==> config.mk <==
export PLATFORM = sky130hd
export DESIGN_NAME = base64_stream_codec
export DESIGN_NICKNAME = d
export VERILOG_FILES = /design/src/hdl/b64sc_pkg.sv /design/src/hdl/b64sc_calc.sv /design/src/hdl/b64sc_outq.sv /design/src/hdl/base64_stream_codec.sv
export SDC_FILE = /design/constraint.sdc
export NUM_CORES = 1
export LEC_CHECK = 0
export BUFFER_PORTS_ARGS = -buffer_cell sky130_fd_sc_hd__buf_4
export CAP_MARGIN = 20
export CORE_ASPECT_RATIO = 1.1
export CORE_MARGIN = 2
export CORE_UTILIZATION = 65
export DETAILED_ROUTE_END_ITERATION = 8
export HOLD_SLACK_MARGIN = 0.12
export PLACE_DENSITY = 0.87
export SYNTH_ARGS = -nofsm -noshare
export SYNTH_HDL_FRONTEND = slang
export SYNTH_SLANG_ARGS = --single-unit
==> constraint.sdc <==
create_clock -name clk -period 14.7 [get_ports clk]
set_input_delay 2.94 -clock clk [delete_from_list [all_inputs] [get_ports clk]]
set_output_delay 2.94 -clock clk [all_outputs]
set_load 0.05 [all_outputs]
==> src/hdl/b64sc_pkg.sv <==
// Shared types, constants and character mapping functions for the base64 stream codec.
// No dependencies; every other file in hdl/ uses this package by scoped names.
package b64sc_pkg;

    // Most results that one input word can cause
    localparam int MAX_RESULTS = 4;
    localparam int COUNT_W     = $clog2(MAX_RESULTS + 1);
    localparam int SLOT_W      = $clog2(MAX_RESULTS);

    // Direction register codes
    localparam logic DIR_ENCODE = 1'b0;
    localparam logic DIR_DECODE = 1'b1;

    // Character codes
    localparam logic [7:0] CHAR_PAD   = 8'd61;   // '='
    localparam logic [7:0] CHAR_PLUS  = 8'd43;   // '+'
    localparam logic [7:0] CHAR_SLASH = 8'd47;   // '/'
    localparam logic [7:0] CHAR_UC_A  = 8'd65;   // 'A'
    localparam logic [7:0] CHAR_UC_Z  = 8'd90;   // 'Z'
    localparam logic [7:0] CHAR_LC_A  = 8'd97;   // 'a'
    localparam logic [7:0] CHAR_LC_Z  = 8'd122;  // 'z'
    localparam logic [7:0] CHAR_ZERO  = 8'd48;   // '0'
    localparam logic [7:0] CHAR_NINE  = 8'd57;   // '9'

    // Input word
    typedef struct packed {
        logic [7:0] in_value;
        logic       message_last;
    } in_item_t;

    // Result word
    typedef struct packed {
        logic [7:0] out_value;
        logic       has_data;
        logic       message_end;
        logic       run_last;
    } out_item_t;

    // Codec state carried between words
    typedef struct packed {
        logic [15:0] acc;
        logic [3:0]  pending;
        logic [1:0]  cmod;
        logic        stopped;
    } codec_state_t;

    // Group of results produced by one input word
    typedef struct packed {
        out_item_t [MAX_RESULTS-1:0] res;
        logic [COUNT_W-1:0]          count;
    } result_group_t;

    // Decoded character: ok is low for anything outside the alphabet
    typedef struct packed {
        logic       ok;
        logic [5:0] val;
    } sextet_t;

    // Six-bit value to alphabet character
    function automatic logic [7:0] enc_char(input logic [5:0] s);
        logic [7:0] c;
        if (s < 6'd26)
            c = CHAR_UC_A + {2'b00, s};
        else if (s < 6'd52)
            c = CHAR_LC_A - 8'd26 + {2'b00, s};
        else if (s < 6'd62)
            c = CHAR_ZERO - 8'd52 + {2'b00, s};
        else if (s == 6'd62)
            c = CHAR_PLUS;
        else
            c = CHAR_SLASH;
        return c;
    endfunction

    // Alphabet character to six-bit value
    function automatic sextet_t dec_char(input logic [7:0] ch);
        sextet_t d;
        logic [7:0] t;
        d = '0;
        t = '0;
        if (ch >= CHAR_UC_A && ch <= CHAR_UC_Z) begin
            t = ch - CHAR_UC_A;
            d = '{ok: 1'b1, val: t[5:0]};
        end else if (ch >= CHAR_LC_A && ch <= CHAR_LC_Z) begin
            t = ch - CHAR_LC_A + 8'd26;
            d = '{ok: 1'b1, val: t[5:0]};
        end else if (ch >= CHAR_ZERO && ch <= CHAR_NINE) begin
            t = ch - CHAR_ZERO + 8'd52;
            d = '{ok: 1'b1, val: t[5:0]};
        end else if (ch == CHAR_PLUS) begin
            d = '{ok: 1'b1, val: 6'd62};
        end else if (ch == CHAR_SLASH) begin
            d = '{ok: 1'b1, val: 6'd63};
        end
        return d;
    endfunction

endpackage

==> src/hdl/b64sc_calc.sv <==
// Single-pass encode/decode logic: one input word plus codec state to a result group.
// Depends on b64sc_pkg (types, alphabet functions).
module b64sc_calc (
    input  logic                    dir,
    input  b64sc_pkg::in_item_t     item,
    input  b64sc_pkg::codec_state_t st,
    output b64sc_pkg::codec_state_t st_next,
    output b64sc_pkg::result_group_t grp
);

    b64sc_pkg::out_item_t [b64sc_pkg::MAX_RESULTS-1:0] res;
    logic [b64sc_pkg::COUNT_W-1:0] n;
    logic [b64sc_pkg::SLOT_W-1:0]  last_slot;
    logic [15:0] acc_n;
    logic [15:0] sh;
    logic [4:0]  pend;
    logic [1:0]  cm;
    logic        stop;
    b64sc_pkg::sextet_t dch;

    // Work out every result of the word in one pass
    always_comb
    begin
        res       = '0;
        n         = '0;
        last_slot = '0;
        acc_n     = st.acc;
        pend      = {1'b0, st.pending};
        cm        = st.cmod;
        stop      = st.stopped;
        sh        = '0;
        dch       = '0;

        if (dir == b64sc_pkg::DIR_ENCODE)
        begin
            acc_n = {st.acc[7:0], item.in_value};
            pend  = pend + 5'd8;
            // at most two full characters per byte
            for (int k = 0; k < 2; k++)
            begin
                if (pend >= 5'd6)
                begin
                    pend = pend - 5'd6;
                    sh   = acc_n >> pend;
                    if (n < b64sc_pkg::COUNT_W'(b64sc_pkg::MAX_RESULTS))
                    begin
                        res[n[b64sc_pkg::SLOT_W-1:0]] = '{out_value: b64sc_pkg::enc_char(sh[5:0]),
                            has_data: 1'b1, message_end: 1'b0, run_last: 1'b0};
                        n = n + 1'b1;
                    end
                    cm = cm + 2'd1;
                end
            end
            if (item.message_last)
            begin
                // flush leftover bits, zero-padded on the right
                if (pend != 5'd0)
                begin
                    sh = acc_n << (5'd6 - pend);
                    if (n < b64sc_pkg::COUNT_W'(b64sc_pkg::MAX_RESULTS))
                    begin
                        res[n[b64sc_pkg::SLOT_W-1:0]] = '{out_value: b64sc_pkg::enc_char(sh[5:0]),
                            has_data: 1'b1, message_end: 1'b0, run_last: 1'b0};
                        n = n + 1'b1;
                    end
                    cm = cm + 2'd1;
                end
                // pad to a multiple of four characters
                for (int k = 0; k < 3; k++)
                begin
                    if (cm != 2'd0)
                    begin
                        if (n < b64sc_pkg::COUNT_W'(b64sc_pkg::MAX_RESULTS))
                        begin
                            res[n[b64sc_pkg::SLOT_W-1:0]] = '{out_value: b64sc_pkg::CHAR_PAD,
                                has_data: 1'b1, message_end: 1'b0, run_last: 1'b0};
                            n = n + 1'b1;
                        end
                        cm = cm + 2'd1;
                    end
                end
            end
        end
        else
        begin
            cm = 2'd0;
            if (!stop)
            begin
                dch = b64sc_pkg::dec_char(item.in_value);
                if (!dch.ok)
                    stop = 1'b1;
                else
                begin
                    acc_n = {st.acc[9:0], dch.val};
                    pend  = pend + 5'd6;
                    if (pend >= 5'd8)
                    begin
                        pend = pend - 5'd8;
                        sh   = acc_n >> pend;
                        res[0] = '{out_value: sh[7:0], has_data: 1'b1,
                            message_end: 1'b0, run_last: 1'b0};
                        n = n + 1'b1;
                    end
                end
            end
        end

        // end of message: bare marker if nothing else is due, then clear state
        if (item.message_last)
        begin
            if (n == '0)
            begin
                res[0] = '0;
                n      = b64sc_pkg::COUNT_W'(1);
            end
            last_slot = b64sc_pkg::SLOT_W'(n - 1'b1);
            res[last_slot].message_end = 1'b1;
            acc_n = '0;
            pend  = '0;
            cm    = '0;
            stop  = 1'b0;
        end

        if (n != '0)
        begin
            last_slot = b64sc_pkg::SLOT_W'(n - 1'b1);
            res[last_slot].run_last = 1'b1;
        end

        grp.res   = res;
        grp.count = n;
        st_next   = '{acc: acc_n, pending: pend[3:0], cmod: cm, stopped: stop};
    end

endmodule

==> src/hdl/b64sc_outq.sv <==
// Result group register that hands its results out one word per cycle while the receiver is ready.
// Depends on b64sc_pkg (result types).
module b64sc_outq (
    input  logic                     clk,
    input  logic                     rst_n,
    input  logic                     load,
    input  b64sc_pkg::result_group_t grp_in,
    output logic                     free,
    output logic                     out_valid,
    input  logic                     out_ready,
    output b64sc_pkg::out_item_t     out_data
);

    b64sc_pkg::result_group_t     grp_reg;
    logic [b64sc_pkg::SLOT_W-1:0] idx_reg;
    logic                         v_reg;
    logic                         at_last;

    assign at_last   = ({1'b0, idx_reg} + 1'b1) == grp_reg.count;
    assign free      = !v_reg || (out_ready && at_last);
    assign out_valid = v_reg;
    assign out_data  = grp_reg.res[idx_reg];

    // Group payload
    always_ff @(posedge clk)
    begin
        if (load)
            grp_reg <= grp_in;
    end

    // Slot pointer and valid flag
    always_ff @(posedge clk or negedge rst_n)
    begin
        if (!rst_n)
        begin
            v_reg   <= 1'b0;
            idx_reg <= '0;
        end
        else if (load)
        begin
            v_reg   <= 1'b1;
            idx_reg <= '0;
        end
        else if (v_reg && out_ready)
        begin
            if (at_last)
                v_reg <= 1'b0;
            else
                idx_reg <= idx_reg + 1'b1;
        end
    end

endmodule

==> src/hdl/base64_stream_codec.sv <==
// Top level of the base64 stream codec: input register, codec state, direction register.
// Depends on b64sc_pkg, b64sc_calc and b64sc_outq.
//
// Usage:
//   in channel  (in_valid/in_ready/in_data): one word per byte (encode) or character
//     (decode), with message_last on the final word of a message.
//   out channel (out_valid/out_ready/out_data): result words; run_last marks the last
//     result of an input word, message_end the last of a message.
//   cfg channel (cfg_valid/cfg_ready/cfg_data): direction, 0 encode, 1 decode; always
//     ready, write only between messages while the block is idle.
// Timing: an accepted word is registered in the input register; its whole result group
//   is then computed combinationally and loaded into the output group register once that
//   register is free, and its first result is visible from there.
// Throughput: one input word per cycle while each word gives at most one result and the
//   receiver is ready; a word with several results holds the output group register until
//   its last result is taken, and the next word waits in the input register meanwhile.
// Reset: state, direction (encode) and both valid flags clear; no clearing pass.
// Stall: a stalled receiver holds the current result; one further input word waits in
//   the input register, after which in_ready drops until the group drains.
module base64_stream_codec (
    input  logic                 clk,
    input  logic                 rst_n,
    input  logic                 in_valid,
    output logic                 in_ready,
    input  b64sc_pkg::in_item_t  in_data,
    output logic                 out_valid,
    input  logic                 out_ready,
    output b64sc_pkg::out_item_t out_data,
    input  logic                 cfg_valid,
    output logic                 cfg_ready,
    input  logic                 cfg_data
);

    b64sc_pkg::in_item_t      inw_reg;
    logic                     inw_v_reg;
    b64sc_pkg::codec_state_t  st_reg;
    b64sc_pkg::codec_state_t  st_next;
    b64sc_pkg::result_group_t grp;
    logic                     dir_reg;
    logic                     grp_free;
    logic                     fire;

    assign cfg_ready = 1'b1;
    assign fire      = inw_v_reg && grp_free;
    assign in_ready  = !inw_v_reg || grp_free;

    // Direction register
    always_ff @(posedge clk or negedge rst_n)
    begin
        if (!rst_n)
            dir_reg <= b64sc_pkg::DIR_ENCODE;
        else if (cfg_valid && cfg_ready)
            dir_reg <= cfg_data;
    end

    // Input word register
    always_ff @(posedge clk)
    begin
        if (in_valid && in_ready)
            inw_reg <= in_data;
    end

    always_ff @(posedge clk or negedge rst_n)
    begin
        if (!rst_n)
            inw_v_reg <= 1'b0;
        else if (in_valid && in_ready)
            inw_v_reg <= 1'b1;
        else if (fire)
            inw_v_reg <= 1'b0;
    end

    // Codec state, advanced as each word leaves the input register
    always_ff @(posedge clk or negedge rst_n)
    begin
        if (!rst_n)
            st_reg <= '0;
        else if (fire)
            st_reg <= st_next;
    end

    b64sc_calc u_calc (
        .dir     (dir_reg),
        .item    (inw_reg),
        .st      (st_reg),
        .st_next (st_next),
        .grp     (grp)
    );

    b64sc_outq u_outq (
        .clk       (clk),
        .rst_n     (rst_n),
        .load      (fire && (grp.count != '0)),
        .grp_in    (grp),
        .free      (grp_free),
        .out_valid (out_valid),
        .out_ready (out_ready),
        .out_data  (out_data)
    );

endmodule

==> results of run 1 <==
logic make-up after synthesis:
group                      count (synthesis)  synth area share, %
and+or+nand+nor                          241                 18.2
AOI/OAI and AO/OA                        224                 22.7
buffers and inverters                     94                 6.58
DFF                                       69                 28.4
muxes                                     57                 12.1
adders and majority gates                 44                 8.06
xor gates and xnor gates                  26                 3.94
other                                      1               0.0542
final timing paths:
path	from	end	slack, ps	depth (start not counted)
worst max register to register	st_reg[4]$_DFFE_PN0P_	u_outq.grp_reg[10]$_DFFE_PP_	7200	21
worst max-delay path	st_reg[4]$_DFFE_PN0P_	u_outq.grp_reg[10]$_DFFE_PP_	7200	21
max in group asynchronous	rst_n	st_reg[4]$_DFFE_PN0P_	11950	1
worst min-delay path	st_reg[16]$_DFFE_PN0P_	st_reg[16]$_DFFE_PN0P_	520	2
min in group asynchronous	rst_n	st_reg[6]$_DFFE_PN0P_	2500	1
worst min register to register	st_reg[16]$_DFFE_PN0P_	st_reg[16]$_DFFE_PN0P_	520	2
worst max-delay path: cells and delay by family (launching register included):
| family | cells | cell delay [ps] |
|---|---|---|
| compound gates | 5 | 1640 |
| flops | 1 | 340 |
| fa+ha+maj | 4 | 1510 |
| simple gates | 4 | 970 |
| buf+inv | 6 | 2130 |
| xor+xnor | 2 | 590 |
metrics by stage:
stage / hold slack (ps) / utilization, %
floorplan: 467 / -
global placement: 487 / 68.1
detailed placement: 511 / 68.1
CTS: 522 / 70.9
global route: 553 / 70.9
finish: 522 / 70.9
area by class of cell:
class	instances	area, sq um
Clock inverter	4	47.5
Fill cell	777	3030
Tap cell	143	179
Multi-Input combinational cell	593	4500
Timing Repair Buffer	34	255
Sequential cell	69	1970
Clock buffer	12	246
Inverter	46	173
metal layers:
metal	vias to the layer above	global-route usage [%]
met5	-	0
met4	0	12.6
met3	66	6.23
met2	398	55.4
met1	2919	40.8
li1	2826	-
synth_stat cells, types with 5 or more instances:
cell and count:
nand2_1 55, o21ai_1 7, ha_1 43, nor2_1 52, a21oi_1 53, nor2b_1 13
nand3b_1 5, a22o_1 5, nor3_1 20, and2_1 7, edfxtp_1 48, xor2_1 6
o221ai_1 5, xnor2_1 16, buf_1 5, a21o_1 10, inv_1 38, a211oi_1 9
or2_2 7, a221oi_1 8, and3_1 10, o21ai_0 34, clkbuf_1 19, mux2i_1 34
o211ai_1 8, mux4_2 21, buf_2 11, dfrtp_1 21, nand3_1 22, buf_4 8
nand2b_1 13, nor4_1 6, a31oi_1 7, a211o_1 6, o31ai_1 14
==> results by group, run 1 <==
Yosys
  – Avg Inst Size Synth: 9.16 sq um
  – EDFF count, synth: 48
  – Post-synthesis cell type count: 94
  – Post-Syn Instances: 756
  – Prevailing post-synth register cell: edfxtp_1
  – Cell area after synthesis: 0.00692 sq mm
  – Yosys top cell area share: 20.8%
  – Register area share after synthesis: 28.4%
  – Synth Register Bits: 69
  – Syn_nets: 815
  – Cell taking the most area after synthesis: edfxtp_1
  – Post-synth ARST share: 30.4%
  – Yosys warns: 0
  – Synth area leaders: edfxtp_1 (21%), ha_1 (7.8%), dfrtp_1 (7.6%)

Worst setup path
  – CP max FO: 60
  – Element type at the critical path start: register
  – CP cell instances: buf_4, clkinv_1, ha_1, buf_4, clkinv_1, a2111o_1, a21oi_1, inv_1, and3_1, a21oi_1, xnor2_1, ha_1, fa_1, xnor2_1, inv_1, ha_1, a21oi_1, nand2b_1, nand3_1, nor2_2, o32ai_1
  – Arr. time, crit path: 7560 ps
  – CP Class: register to register
  – Critical path endpoint category: register
  – Slowest cell on crit path: a21oi_1
  – Crit path largest cell delay: 610 ps
  – Worst path required time: 14760 ps

Clock tree
  – Max clock buf depth: 2
  – CTS tree: done
  – Post-CTS Hold Buffers: 0
  – Clk Latency, worst-skew pair: 340 ps
  – Post-cts sizing count: 0
  – Clk root buf: clkbuf_16
  – CTS clock-pin slew for the worst setup and hold paths: 60 ps
  – CTS sink count: 69
  – H-tree depth: 3
  – Postcts setup bufs: 0
  – Number of CTS-inserted buffers: 9

Timing
  – Slew margin rel.: 35.6%
  – Post-layout minimum cycle time: 7500 ps
  – Clk_skew: 10.1 ps
  – Final Max Slew Viols: 0
  – Final-report hold violation count: 0
  – Slew @ Worst Pin: 942 ps
  – Final WS setup: 7200 ps
  – RSZ-0062 raised after global routing: false
  – Fmax achieved: 133 MHz
  – Fin crit share: 51.0%
  – Final setup vio count: 0
  – Final TNS setup: 0 ps

Floorplan
  – Io pins: 29
  – Placement row count: 39
  – Die span in x: 102 um
  – Die ar.: 0.0115 sq mm
  – Initial core utilization: 66.6%
  – Die Ht: 112 um
  – Core box area: 0.0104 sq mm

Global routing
  – Gr usage total: 32.6%
  – First-pass GRT wire length: 29400 um
  – Pin count of the biggest net entering global routing: 61
  – GRT Residual Overflow: 0
  – Vias in the first global route: 5821
  – Initial antenna violation count: 0

Drt
  – Antenna-violating nets left: 0
  – Final WL: 18100 um
  – DRT Pass-1 Iters: 6
  – Vias: 6209
  – Wire length on met3: 1650 um
  – Routed len/inst: 20.1 um
  – Metal2 WL: 9070 um
  – Highest Signal Layer: met4
  – DRT iter0 DRCs: 599
  – Via density: 6.89
  – DRC Markers: 0
  – Met1 WL: 6730 um

Place
  – Placed Instance Area: 0.00707 sq mm
  – Port bufs: 27
  – Dpl hpwl: 13200 um
  – Placed Cells: 885
  – Pre-CTS WS: 7350 ps
  – Final GP Congestion: 0.999

Finish
  – Commonest non-fill, non-tap cells in the layout: nand2_1 (55), a21oi_1 (53), nor2_1 (52)
  – Design area: 0.00737 sq mm
  – Layout Cells excl Fill: 901
  – Diodes inserted: 0
  – Final nets: 812
  – Max FFs per register: 39
  – Layout cells sized above 1: 14.2%
  – Area grow syn2layout: 6.45%
  – Commonest non-fill, non-tap cell in the layout: nand2_1

Status
  – Status: finished clean

Min path
  – Min-Delay Path Class: register to register

Flow run
  – MaxCap Viol Count: 0
Power of run 1 is not shown: default switching activity piles up to over one toggle a cycle in this logic, so the estimate is an artifact.
==> run 2, diff against run 1 <==
CORE_UTILIZATION = 58   (was 65)
PLACE_DENSITY = 0.83   (was 0.87)
clock period = 6.4 ns   (was 14.7 ns; I/O delays follow)
==> run 2 against run 1 <==
  * Clock-buffer cell count shrank 1
  * Worst hold slack gained 29 ps
  * Sequential share of layout area shrank 0.15 points
  * Core utilization shrank 6.7 points
  * Maximum frequency grew 25%
  * Register-to-register slack lost 6800 ps
  * Global-route usage shrank 2.9 points
  * Critical path type unchanged
  * Highest routed layer unchanged
==> results by group, run 2 (synthesized netlist as in run 1, its figures left out) <==
Floorplan
  – Placement row count: 41 (+5.1%)
  – Io pins: 29 (unchanged)
  – Die ar.: 0.0128 sq mm (+12%)
  – Die Ht: 119 um (+5.7%)
  – Die span in x: 108 um (+5.6%)
  – Core box area: 0.0115 sq mm (+11%)
  – Initial core utilization: 60.0% (-6.6 points)

Finish
  – Core Util, Final: 64.2% (-6.7 points)
  – Final nets: 815 (+0.37%)
  – Commonest non-fill, non-tap cell in the layout: nand2_1
  – Max FFs per register: 39 (unchanged)
  – Commonest non-fill, non-tap cells in the layout: nand2_1 (55), a21oi_1 (53), nor2_1 (52)
  – Diodes inserted: 0 (unchanged)
  – Area grow syn2layout: 7.07%
  – Layout cells sized above 1: 14.8% (+0.60 points)

Clock tree
  – CTS sink count: 69 (unchanged)
  – Post-CTS Hold Buffers: 0 (unchanged)
  – Postcts setup bufs: 0 (unchanged)
  – H-tree depth: 3 (unchanged)
  – CTS tree: done
  – Clk Latency, worst-skew pair: 340 ps (about the same)
  – Post-cts sizing count: 0 (unchanged)
  – Max clock buf depth: 2 (unchanged)
  – Clk root buf: clkbuf_16
  – CTS clock-pin slew for the worst setup and hold paths: 60 ps (about the same)
  – Number of CTS-inserted buffers: 9 (unchanged)

Timing
  – Slew margin rel.: 41.4% (+5.8 points)
  – Post-layout minimum cycle time: 5980 ps (-1520 ps)
  – RSZ-0062 raised after global routing: false
  – Slew @ Worst Pin: 871 ps (-70.4 ps)
  – Final TNS setup: 0 ps (unchanged)
  – Fin crit share: 93.5% (+42 points)
  – Final-report hold violation count: 0 (unchanged)
  – Clk_skew: 7.62 ps (-2.52 ps)
  – Final setup vio count: 0 (unchanged)
  – Fmax achieved: 167 MHz (+25%)
  – Final Max Slew Viols: 0 (unchanged)

Worst setup path
  – R2R depth: 20 (-4.8%)
  – Slowest cell on crit path: ha_1
  – CP cell instances: ha_1, xnor2_2, a21oi_1, a2111o_1, a21oi_1, buf_4, inv_1, and3_1, a21oi_1, xnor2_1, ha_1, fa_1, xnor2_1, inv_1, ha_1, a21oi_1, nand2b_1, nand3_1, nor2_2, o31ai_1
  – Most frequent CP cell: a21oi_1
  – CP top delay family: adder cells
  – Levels on crit path: 20 (-4.8%)
  – CP max FO: 20 (-67%)
  – Worst path required time: 6470 ps (-8290 ps)
  – Arr. time, crit path: 6050 ps (-1510 ps)
  – Critical path endpoint category: register
  – WP buf/inv: 3 (-3)
  – CP Class: register to register
  – Element type at the critical path start: register
  – Crit path largest cell delay: 760 ps (+150 ps)

Drt
  – Vias: 6080 (-2.1%)
  – Via density: 6.67 (-3.2%)
  – DRC Markers: 0 (unchanged)
  – Antenna-violating nets left: 0 (unchanged)
  – Routed len/inst: 20.2 um (+0.13%)
  – DRT Pass-1 Iters: 5 (-1)
  – DRT iter0 DRCs: 560 (-6.5%)
  – Final WL: 18400 um (+1.2%)

Status
  – Status: finished clean

Place
  – Port bufs: 27 (unchanged)
  – Final GP Congestion: 0.972 (-2.7%)
  – Dpl hpwl: 13400 um (+1.7%)

Global routing
  – First-pass GRT wire length: 30000 um (+2.3%)
  – Pin count of the biggest net entering global routing: 59 (-3.3%)
  – GRT Residual Overflow: 0 (unchanged)
  – Vias in the first global route: 5933 (+1.9%)
  – Initial antenna violation count: 0 (unchanged)
  – Gr usage total: 29.7% (-2.9 points)

Min path
  – Min-Delay Path Class: register to register
  – Hold path depth: 2 (unchanged)

Flow run
  – MaxCap Viol Count: 0 (unchanged)
## run 2: path summary, 6_finish.rpt
check | start | endpoint | slack, ps
setup / recovery | st_reg[5]$_DFFE_PN0P_ | u_outq.grp_reg[9]$_DFFE_PP_ | 420
hold / removal | st_reg[15]$_DFFE_PN0P_ | st_reg[15]$_DFFE_PN0P_ | 550
setup reg to reg | st_reg[5]$_DFFE_PN0P_ | u_outq.grp_reg[9]$_DFFE_PP_ | 420
hold reg to reg | st_reg[15]$_DFFE_PN0P_ | st_reg[15]$_DFFE_PN0P_ | 550
max in group asynchronous | rst_n | st_reg[4]$_DFFE_PN0P_ | 5320
min in group asynchronous | rst_n | st_reg[9]$_DFFE_PN0P_ | 830
## run 2: worst reg2reg max path, delay by kind of cell, from the launching register on
kind                     cells  cell delay [ps]
XOR/XNOR                     3              780
AND/OR/NAND/NOR              4              990
flip-flops                   1              560
buffers and inverters        3              410
adder cells (fa/ha/maj)      4             1870
AO/OA/AOI/OAI                6             1090
## run 2: metrics by stage
| step | worst slack [ps] | area [sq um] | hold slack (ps) | cells |
|---|---|---|---|---|
| 6_report | 416 | 7410 | 551 | 911 |
| 5_1_grt | 7.22 | 7410 | 590 | 911 |
| 4_1_cts | 485 | 7410 | 546 | 911 |
| 3_5_place_dp | 523 | 7110 | 512 | 895 |
| 3_3_place_gp | 882 | 7110 | 488 | 895 |
| 2_1_floorplan | 1010 | 6920 | 467 | 756 |
## run 2: final cells by class
type	instances	area, sq um
clock inverters	5	41.3
clock buffers	11	264
flip-flops and latches	69	1970
multi-input cells	593	4500
fillers	897	4130
well taps	150	188
repair buffers	37	278
inverters	46	173
## run 2: layer usage
layer	track usage (%)	routed length [um]	vias to the layer above	share of wire, %
li1	-	-	2835	-
met1	36.1	7220	2933	39
met2	50.9	9310	246	51
met3	4.85	1040	66	5.7
met4	14.1	783	0	4.3
met5	0	0	-	0
Power of run 2 is left out for the same reason.
==> run 3, diff against run 2 <==
BUFFER_PORTS_ARGS = unset   (was -buffer_cell sky130_fd_sc_hd__buf_4)
CORE_UTILIZATION = 59   (was 58)
DONT_BUFFER_PORTS = 1   (was unset)
PLACE_DENSITY = 0.82   (was 0.83)
==> run 3 against run 2 <==
  * Die area down 1.6%
  * Cell area down 2.6%
  * Routed wire length down 1.2%
  * Worst setup slack better by 43 ps
  * Critical path depth up 2
  * Register-to-register slack better by 40 ps
  * Sequential cell count unchanged
==> results by group, run 3 (synthesized netlist as in run 1, its figures left out) <==
Floorplan
  – Io pins: 29 (unchanged)
  – Initial core utilization: 60.5% (+0.54 points)
  – Die span in x: 107 um (-0.82%)
  – Placement row count: 41 (unchanged)
  – Core box area: 0.0114 sq mm (-0.89%)
  – Die ar.: 0.0126 sq mm (-1.6%)
  – Die Ht: 118 um (-0.82%)

Finish
  – # fillers: 889 (-0.89%)
  – Commonest non-fill, non-tap cells in the layout: nand2_1 (55), a21oi_1 (53), nor2_1 (52)
  – Diodes inserted: 0 (unchanged)
  – Max FFs per register: 39 (unchanged)
  – Commonest non-fill, non-tap cell in the layout: nand2_1
  – Register area: 0.00197 sq mm (unchanged)
  – Area grow syn2layout: 4.28%
  – Core Util, Final: 63.1% (-1.1 points)
  – Final nets: 788 (-3.3%)
  – Multi-input logic area: 0.00451 sq mm (+0.17%)
  – Layout cells sized above 1: 11.9% (-3.0 points)

Clock tree
  – CTS sink count: 69 (unchanged)
  – Clk Latency, worst-skew pair: 340 ps (about the same)
  – Post-cts sizing count: 0 (unchanged)
  – Clk root buf: clkbuf_16
  – CTS clock-pin slew for the worst setup and hold paths: 60 ps (about the same)
  – Number of CTS-inserted buffers: 9 (unchanged)
  – Postcts setup bufs: 0 (unchanged)
  – Post-CTS Hold Buffers: 0 (unchanged)
  – Max clock buf depth: 2 (unchanged)
  – H-tree depth: 3 (unchanged)
  – CTS tree: done

Timing
  – RSZ-0062 raised after global routing: false
  – Final-report hold violation count: 0 (unchanged)
  – Final TNS setup: 0 ps (unchanged)
  – Final setup vio count: 0 (unchanged)
  – Final hold slack: 538 ps (-13.5 ps)
  – Fin crit share: 92.8% (-0.68 points)
  – Clk_skew: 8.22 ps (+0.603 ps)
  – Slew margin rel.: 36.4% (-5.0 points)
  – Slew @ Worst Pin: 947 ps (+76.1 ps)
  – Fmax achieved: 168 MHz (+0.73%)
  – Post-layout minimum cycle time: 5940 ps (-43.4 ps)
  – Final Max Slew Viols: 0 (unchanged)

Drt
  – Antenna-violating nets left: 0 (unchanged)
  – DRT iter0 DRCs: 680 (+21%)
  – Via density: 6.77 (+1.5%)
  – DRT Pass-1 Iters: 6 (+1)
  – Vias: 5988 (-1.5%)
  – DRC Markers: 0 (unchanged)
  – Routed len/inst: 20.5 um (+1.8%)
  – Final WL: 18100 um (-1.2%)

Min path
  – Min-Delay Path Class: register to register

Worst setup path
  – Element type at the critical path start: register
  – CP Class: register to register
  – Critical path endpoint category: register
  – CP cell instances: clkinv_1, ha_1, clkinv_1, buf_4, nor3_1, a2111o_1, a21oi_1, buf_4, inv_1, and3_1, a21oi_1, xnor2_1, ha_1, fa_1, xnor2_2, inv_1, ha_1, a21oi_1, nand2b_1, nand3_1, nor2_2, o32ai_1
  – Crit path largest cell delay: 550 ps (-210 ps)
  – Arr. time, crit path: 6010 ps (-40 ps)
  – CP max FO: 15 (-25%)
  – Slowest cell on crit path: fa_1
  – Worst path required time: 6470 ps (about the same)

Place
  – Final GP Congestion: 1.01 (+4.0%)
  – Dpl hpwl: 13600 um (+0.96%)
  – Port bufs: 0 (-100%)

Global routing
  – Pin count of the biggest net entering global routing: 47 (-20%)
  – Vias in the first global route: 5674 (-4.4%)
  – GRT Residual Overflow: 0 (unchanged)
  – Initial antenna violation count: 0 (unchanged)
  – Gr usage total: 28.9% (-0.80 points)
  – First-pass GRT wire length: 28800 um (-4.2%)

Status
  – Status: finished clean

Flow run
  – MaxCap Viol Count: 0 (unchanged)
run 3: layer usage:
layer	vias to the layer above	GRT usage, %	routed length [um]
met3	68	4.10	1300
met5	-	0	0
met1	2833	35.5	6950
met4	0	13.0	822
li1	2775	-	-
met2	312	49.9	9060
run 3: worst max-delay path: cells and delay by family (launching register included):
kind	cells	cell delay, ps
and+or+nand+nor	5	990
AOI/OAI and AO/OA	5	1000
xor gates and xnor gates	2	470
DFF	1	510
buffers and inverters	6	1060
adders and majority gates	4	1610
run 3: worst paths after layout:
path,cells after the start,start,end,slack (ps)
max,22,st_reg[4]$_DFFE_PN0P_,u_outq.grp_reg[7]$_DFFE_PP_,460
min reg2reg,2,st_reg[15]$_DFFE_PN0P_,st_reg[15]$_DFFE_PN0P_,540
min,2,st_reg[15]$_DFFE_PN0P_,st_reg[15]$_DFFE_PN0P_,540
min in group asynchronous,0,rst_n,st_reg[1]$_DFFE_PN0P_,630
max in group asynchronous,0,rst_n,st_reg[4]$_DFFE_PN0P_,5690
max reg2reg,22,st_reg[4]$_DFFE_PN0P_,u_outq.grp_reg[7]$_DFFE_PP_,460
run 3: area by class of cell:
class / count / share of cell area, %
multi-input combinational: 593 / 62.4
sequential: 69 / 27.3
clock buffer: 10 / 3.31
tap: 150 / 2.60
inverter: 46 / 2.39
timing repair buffer: 10 / 1.04
clock inverter: 6 / 0.953
run 3: stage by stage:
step / instances / instance area [sq um] / setup WS (ps)
after floorplan: 756 / 6920 / 1010
final: 884 / 7220 / 459
after global placement: 868 / 6900 / 804
after detailed placement: 868 / 6900 / 421
after CTS: 884 / 7210 / 401
after global routing: 884 / 7220 / 28.6
Power of run 3 is left out for the same reason.
